--- config.mk ---
export PLATFORM = sky130hd
export DESIGN_NAME = lms_ctrl
export DESIGN_NICKNAME = d
export VERILOG_FILES = /design/src/design/lms_pkg.sv /design/src/design/lms_ctrl.sv
export VERILOG_INCLUDE_DIRS = /design/src /design/src/design
export SDC_FILE = /design/constraint.sdc
export NUM_CORES = 1
export LEC_CHECK = 0
export BUFFER_PORTS_ARGS = -buffer_cell sky130_fd_sc_hd__buf_2
export CAP_MARGIN = 20
export CORE_AREA = 2 2 39 41
export DETAILED_ROUTE_END_ITERATION = 10
export DIE_AREA = 0 0 41 43
export PLACE_DENSITY = 0.67
export SKIP_LAST_GASP = 1
export SLEW_MARGIN = 10
export SYNTH_ARGS = -nofsm -noshare
export SYNTH_HDL_FRONTEND = slang
export SYNTH_SLANG_ARGS = --single-unit
--- constraint.sdc ---
create_clock -name clk -period 0.95 [get_ports clk]
set_input_delay 0.19 -clock clk [delete_from_list [all_inputs] [get_ports clk]]
set_output_delay 0.19 -clock clk [all_outputs]
set_load 0.02 [all_outputs]
--- src/design/led_matrix_scan_framebuffer_macros.svh ---
// Assertion macros shared by the LED matrix scan framebuffer modules.
`ifndef LED_MATRIX_SCAN_FRAMEBUFFER_MACROS_SVH
`define LED_MATRIX_SCAN_FRAMEBUFFER_MACROS_SVH
`ifndef SYNTHESIS
// Same-cycle implication, checked on every rising clock edge outside reset.
`define LMS_ASSERT_IMPLY(label, clk, rst_n, ante, cons, msg) \
    label: assert property (@(posedge clk) disable iff (!rst_n) (ante) |-> (cons)) \
        else $error(msg);
// Next-cycle implication, checked on every rising clock edge outside reset.
`define LMS_ASSERT_NEXT(label, clk, rst_n, ante, cons, msg) \
    label: assert property (@(posedge clk) disable iff (!rst_n) (ante) |=> (cons)) \
        else $error(msg);
`else
`define LMS_ASSERT_IMPLY(label, clk, rst_n, ante, cons, msg)
`define LMS_ASSERT_NEXT(label, clk, rst_n, ante, cons, msg)
`endif
`endif

--- src/design/lms_pkg.sv ---
// Shared constants, operation codes and control types of the LED matrix scan framebuffer.
`timescale 1ns / 1ps
package lms_pkg;

    // Default panel geometry.
    localparam int PANEL_WIDTH_DEF  = 64;
    localparam int PANEL_HEIGHT_DEF = 32;

    // Fixed field widths of the request and scan words.
    localparam int OP_W       = 2;
    localparam int X_W        = 6;
    localparam int Y_W        = 5;
    localparam int COLOR_W    = 2;
    localparam int CELL_W     = 4;
    localparam int ROW_ADDR_W = 4;

    // Operation codes.
    localparam logic [OP_W-1:0] OP_TICK  = 2'd0;
    localparam logic [OP_W-1:0] OP_WRITE = 2'd1;
    localparam logic [OP_W-1:0] OP_CLEAR = 2'd2;
    localparam logic [OP_W-1:0] OP_SWAP  = 2'd3;

    // Commands from the controller to the datapath.
    typedef struct packed {
        logic capture;
        logic clear_back;
        logic swap;
        logic cell_rd;
        logic cell_wr;
        logic fill_wr;
        logic set_row_valid;
        logic scan_rd;
        logic scan_load;
        logic scan_done;
    } lms_cmd_t;

    // Status from the datapath to the controller.
    typedef struct packed {
        logic [OP_W-1:0] op;
        logic            in_range;
        logic            row_valid;
        logic            col_last;
        logic            out_free;
    } lms_status_t;

endpackage

--- src/design/lms_ctrl.sv ---
// Controller state machine that sequences requests, row fills and scan reads.
`timescale 1ns / 1ps
`include "led_matrix_scan_framebuffer_macros.svh"
module lms_ctrl (
    input  logic                 clk,
    input  logic                 rst_n,
    input  logic                 in_valid,
    output logic                 in_ready,
    input  lms_pkg::lms_status_t status,
    output lms_pkg::lms_cmd_t    cmd
);
    import lms_pkg::*;

    localparam logic [2:0] S_IDLE   = 3'd0;
    localparam logic [2:0] S_DECODE = 3'd1;
    localparam logic [2:0] S_FILL   = 3'd2;
    localparam logic [2:0] S_WRITE  = 3'd3;
    localparam logic [2:0] S_SCAN   = 3'd4;
    localparam logic [2:0] S_DRAIN  = 3'd5;

    logic [2:0] state_reg;
    logic [2:0] state_next;
    logic       pend_reg;
    logic       pend_next;

    // Next state and command decode.
    always_comb
    begin
        state_next = state_reg;
        pend_next  = pend_reg;
        cmd        = '0;
        in_ready   = 1'b0;
        unique case (state_reg)
            S_IDLE:
            begin
                in_ready = 1'b1;
                if (in_valid)
                begin
                    cmd.capture = 1'b1;
                    state_next  = S_DECODE;
                end
            end
            S_DECODE:
            begin
                unique case (status.op)
                    OP_TICK:
                    begin
                        state_next = S_SCAN;
                    end
                    OP_WRITE:
                    begin
                        if (!status.in_range)
                        begin
                            state_next = S_IDLE;
                        end
                        else if (status.row_valid)
                        begin
                            cmd.cell_rd = 1'b1;
                            state_next  = S_WRITE;
                        end
                        else
                        begin
                            state_next = S_FILL;
                        end
                    end
                    OP_CLEAR:
                    begin
                        cmd.clear_back = 1'b1;
                        state_next     = S_IDLE;
                    end
                    OP_SWAP:
                    begin
                        cmd.swap   = 1'b1;
                        state_next = S_IDLE;
                    end
                endcase
            end
            S_FILL:
            begin
                // Zero the row one cell a cycle, placing the new color on the way.
                cmd.fill_wr = 1'b1;
                if (status.col_last)
                begin
                    cmd.set_row_valid = 1'b1;
                    state_next        = S_IDLE;
                end
            end
            S_WRITE:
            begin
                cmd.cell_wr = 1'b1;
                state_next  = S_IDLE;
            end
            S_SCAN:
            begin
                // A read is issued whenever its data is sure to find room.
                cmd.scan_load = pend_reg && status.out_free;
                cmd.scan_rd   = !pend_reg || status.out_free;
                if (cmd.scan_rd)
                begin
                    pend_next = 1'b1;
                    if (status.col_last)
                    begin
                        state_next = S_DRAIN;
                    end
                end
            end
            S_DRAIN:
            begin
                if (pend_reg && status.out_free)
                begin
                    cmd.scan_load = 1'b1;
                    cmd.scan_done = 1'b1;
                    pend_next     = 1'b0;
                    state_next    = S_IDLE;
                end
            end
            default:
            begin
                pend_next  = 1'b0;
                state_next = S_IDLE;
            end
        endcase
    end

    // State registers.
    always_ff @(posedge clk or negedge rst_n)
    begin
        if (!rst_n)
        begin
            state_reg <= S_IDLE;
            pend_reg  <= 1'b0;
        end
        else
        begin
            state_reg <= state_next;
            pend_reg  <= pend_next;
        end
    end

    `LMS_ASSERT_NEXT(a_accept_decode, clk, rst_n, in_valid && in_ready, state_reg == S_DECODE, "accepted word not decoded next")
    `LMS_ASSERT_IMPLY(a_drain_pend, clk, rst_n, state_reg == S_DRAIN, pend_reg, "drain without pending read data")
    `LMS_ASSERT_NEXT(a_pend_hold, clk, rst_n, pend_reg && !status.out_free, pend_reg, "pending read data lost while output stalled")

endmodule

== After elaboration in Yosys (flattened, before gate mapping) ==
Cells that the tools add are included.

* Eq/ne operators: 13
* Multiplexer cells: 28
* Bitwise operators: 1
* Reduce and logical (&&, ||, !) cells: 9

{| class="wikitable"
|+ Operators with widths
! cell !! count
|-
| 2-to-1 mux 3 bit || 7
|-
| 2-to-1 mux 1 bit || 15
|-
| one-hot mux 3 bit (5 select lines) || 1
|-
| != test 2 bit (second input constant) || 5
|-
| one-hot mux 3 bit (3 select lines) || 1
|-
| == test 3 x 2 -> 1 bit (second input constant) || 2
|-
| == test 3 bit (second input constant) || 2
|-
| AND reduction 5 bit || 1
|-
| == test 2 bit (second input constant) || 2
|-
| 2-to-1 mux 2 bit || 2
|-
| OR reduction 4 bit || 1
|-
| == test 3 x 1 -> 1 bit (second input constant) || 1
|-
| logical NOT 3 bit || 1
|-
| one-hot mux 1 bit (3 select lines) || 1
|-
| AND reduction 3 bit || 1
|-
| == test 2 x 1 -> 1 bit (second input constant) || 1
|-
| logical NOT 2 bit || 1
|-
| one-hot mux 1 bit (2 select lines) || 1
|-
| OR reduction 2 bit || 1
|-
| logical AND 1 bit || 1
|-
| logical NOT 1 bit || 1
|-
| logical OR 1 bit || 1
|-
| inverter 1 bit || 1
|}

* Bits in registers: 4
* Input bits: 9
* Output and inout port bits: 11
* Word-level logic and storage cells: 53

== Longest topological paths before layout ==
* Depth after elaboration: 4
* Gate-level depth with buffers: 4
* Depth with buffers taken out: 3

== Worst setup path before layout ==
Ideal clock, no wire load.

* Path type: register to output
* Start: reg state_reg[0]
* End: out cmd[3] in the netlist's numbering
* Arrival time: 1,395 ps
* Data required time: 760 ps
* Setup slack: -635 ps
* Stages on the path, launching flop included: 4
* Buffers on the path: 1
* Cells stage by stage: dfrtp_1 buf_6 nor3b_1 and2_1

{| class="wikitable"
|+ RTL lines
! what !! RTL line !! text
|-
| start, declared || lms_ctrl.sv:21 || <nowiki>logic [2:0] state_reg;</nowiki>
|-
| start signal, assigned || lms_ctrl.sv:135 || <nowiki>state_reg <= state_next;</nowiki>
|-
| end, declared || lms_ctrl.sv:10 || <nowiki>output lms_pkg::lms_cmd_t cmd</nowiki>
|}

==> results.md <==
* RSZ-0062 raised after global routing: yes
* Worst EP required at roughly 0.76 ns
* Via Count at 520
* Synth Cell Area at around 370 um^2
* Die W at around 41 um
* Crit path DAT at between 1 and 1.5 ns
* IO Pins at 20
* Total global-route track usage at 0.199
* Total CTS buffers at 3
* Clock Tree Buf Depth at 2
* Fillcell total at 116
* Worst Setup SP: state_reg[2]$_DFFE_PN0P_
* Crit. End Element: output port
* # setup viols final at 15
* Post-Route WL at 1.51 mm
* Drc violations at 0
* Vias in the first global route at 554
* Register Area at 104 um^2
* Worst skew pair latency at between 0.2 and 0.25 ns
* Worst hold-check path type: primary input to asynchronous set/reset pin
* Layout cells sized above 1 at 0.747
* DP Cell Count at 91
* Yosys reg bits at 4
* Run status: finished, violations left
* Multi-input gate area at between 300 and 400 um^2
* Initial antenna violation count at 0
* Max-Slew Margin vs Limit at 0.807
* Static Leak at between 0.0004 and 0.0005 uW
* Synth warn at 0
* RD Place Congestion at approximately 0.78
* Core area at approximately 0.0014 mm^2
* Critical path's top delay family: flip-flops
* Final non-filler cell total at between 100 and 150
* Final TNS setup at -6.51 ns
* H-tree Lvls at 1
* Max cap viols at 0
* CP max-delay cell: dfrtp_2
* Failing checks: setup timing
* Worst-path cell chain: buf_4, nor3_4, and2_4, buf_6
* Starting Density at 0.269
* Die Height at between 40 and 50 um
* Power Dens Cells at 2610 mW/mm^2
* CTS tree: built
* Synth Area per Inst at around 8.1 um^2
* Post-DP HPWL at roughly 840 um
* Critical path class: flip-flop to output port
* Rows at 14
* Routed Antenna Nets at 0
* Post-route design area at between 800 and 900 um^2
* Commonest non-fill, non-tap cells in the layout: buf_4 (19), buf_6 (15), buf_2 (9)
* Worst-path clk slew at 0.04 ns
* Worst R2R Start: state_reg[1]$_DFFE_PN0P_
* Clock Sinks at 4
* VDD IR max at between 1000 and 1500 uV
* Gr ovfl total at 0
* CP max FO at 7
* Dpl cell area at about 640 um^2
* Commonest non-fill, non-tap cell in the layout: buf_4
* Pin count of the biggest net entering global routing at 8
* Max stage delay on crit path at roughly 0.47 ns
* Ant diodes at 0
* CP startpoint kind: flip-flop
* Max Fclk at roughly 680 MHz
* Clock Root Buffer: clkbuf_4
* Final hold vios at 0
* Drt wl/cell at between 10 and 15 um
* Synth cell types at 25
* Final nets at about 100
* Final worst slack at -0.526 ns
* Number of flip-flops in the largest register at 3
* Post-synthesis instance total at between 40 and 50
* Area grow syn2layout at 134%
* Final Skew at approximately 0.0023 ns
* Port bufs at 19
* Routed vias/inst at just under 5
* Fin crit period at 1.48 ns
* Initial DRC Count at 0
* First-pass GRT wire length at roughly 2.3 mm
* Max Slew Vio Count at 0
* Crit share post-route at 1.55
* Bufs and invs on worst path at 2
* Die ar. at 0.00176 mm^2
* Syn nets at 55
* 1st-pass router iterations at 1
* Worst-Margin Slew at ~0.29 ns
* Post-synthesis sequential area ratio at 0.269
==> power breakdown <==
part | total, uW | internal, uW | switching, uW | leakage, uW
clock | 231 | 158 | 73.1 | 0.0000150
sequential | 359 | 242 | 117 | 0.0000449
combinational | 1670 | 914 | 761 | 0.000358
total | 2260 | 1310 | 951 | 0.000418
==> per-stage QoR <==
| step | total power (uW) | utilization | hold WS (ns) | worst slack, ns |
|---|---|---|---|---|
| 6_report | 2260 | 0.627 | 0.292 | -0.526 |
| 5_1_grt | 2410 | 0.627 | 0.269 | -0.578 |
| 4_1_cts | 2030 | 0.585 | 0.277 | -0.509 |
| 3_5_place_dp | 1410 | 0.459 | -0.00244 | -0.335 |
| 3_3_place_gp | 1390 | 0.459 | -0.00605 | -0.320 |
| 2_1_floorplan | 1090 | - | -0.106 | -0.287 |
==> synthesized netlist by cell type (all sizes together) <==
cell type  number  share of area
nor3            3          0.067
nor3b           3          0.061
nand2b          2          0.034
nand3           3          0.040
and4b           1          0.027
and2            2          0.034
nor2            5          0.051
buf             3          0.081
or2b            2          0.040
and3            4          0.067
a32oi           1          0.024
dfrtp           4           0.27
o31ai           1          0.020
and3b           1          0.024
and2b           1          0.020
inv             3          0.030
o22ai           1          0.017
a21boi          1          0.020
nand2           1          0.010
nor4            1          0.017
a22oi           1          0.020
a21oi           2          0.027
==> worst register-to-register path, stage by stage (launching register included) <==
cell and delay (ns):
dfrtp_2 0.45, buf_4 0.16, buf_6 0.11, and4b_1 0.23, a22oi_1 0.10, o31ai_1 0.28
==> cell families (layout without fill, tap and decap cells) <==
kind of cell | after synthesis | after routing | share of synthesized area
compound gates | 7 | 7 | 0.128
buf+inv | 6 | 51 | 0.111
flops | 4 | 4 | 0.269
simple gates | 29 | 29 | 0.492
==> layer usage <==
layer | share of wire | wire (um) | up-vias | GRT usage
met5 | 0 | 0 | - | 0
met4 | 0.030 | 46 | 0 | 0.160
met2 | 0.58 | 879 | 16 | 0.322
met1 | 0.36 | 543 | 246 | 0.206
li1 | - | - | 254 | -
met3 | 0.028 | 42 | 4 | 0.0366
==> path summary, 6_finish.rpt <==
path | end | slack [ns] | depth (start not counted)
min reg2reg | pend_reg$_DFFE_PN0P_ | 0.77 | 3
max in group asynchronous | state_reg[0]$_DFFE_PN0P_ | 0.52 | 2
max | cmd[9] | -0.53 | 4
max reg2reg | state_reg[0]$_DFFE_PN0P_ | -0.50 | 5
min | state_reg[2]$_DFFE_PN0P_ | 0.29 | 2
min in group clk | state_reg[1]$_DFFE_PN0P_ | 0.31 | 4
==> area by class of cell <==
class,count,area share
Inverter,3,0.0159
Multi-Input combinational cell,36,0.389
Sequential cell,4,0.120
Tap cell,16,0.0231
Clock buffer,4,0.0303
Timing Repair Buffer,44,0.422
==> timing repair <==
item	in CTS	in global routing
hold endpoints to repair	4	0
hold buffers	1	0
pin swaps	6	5
setup buffers	7	4
resized for setup	29	8
setup endpoints to repair	15	15
No activity file was read; power rests on OpenSTA's default activity.
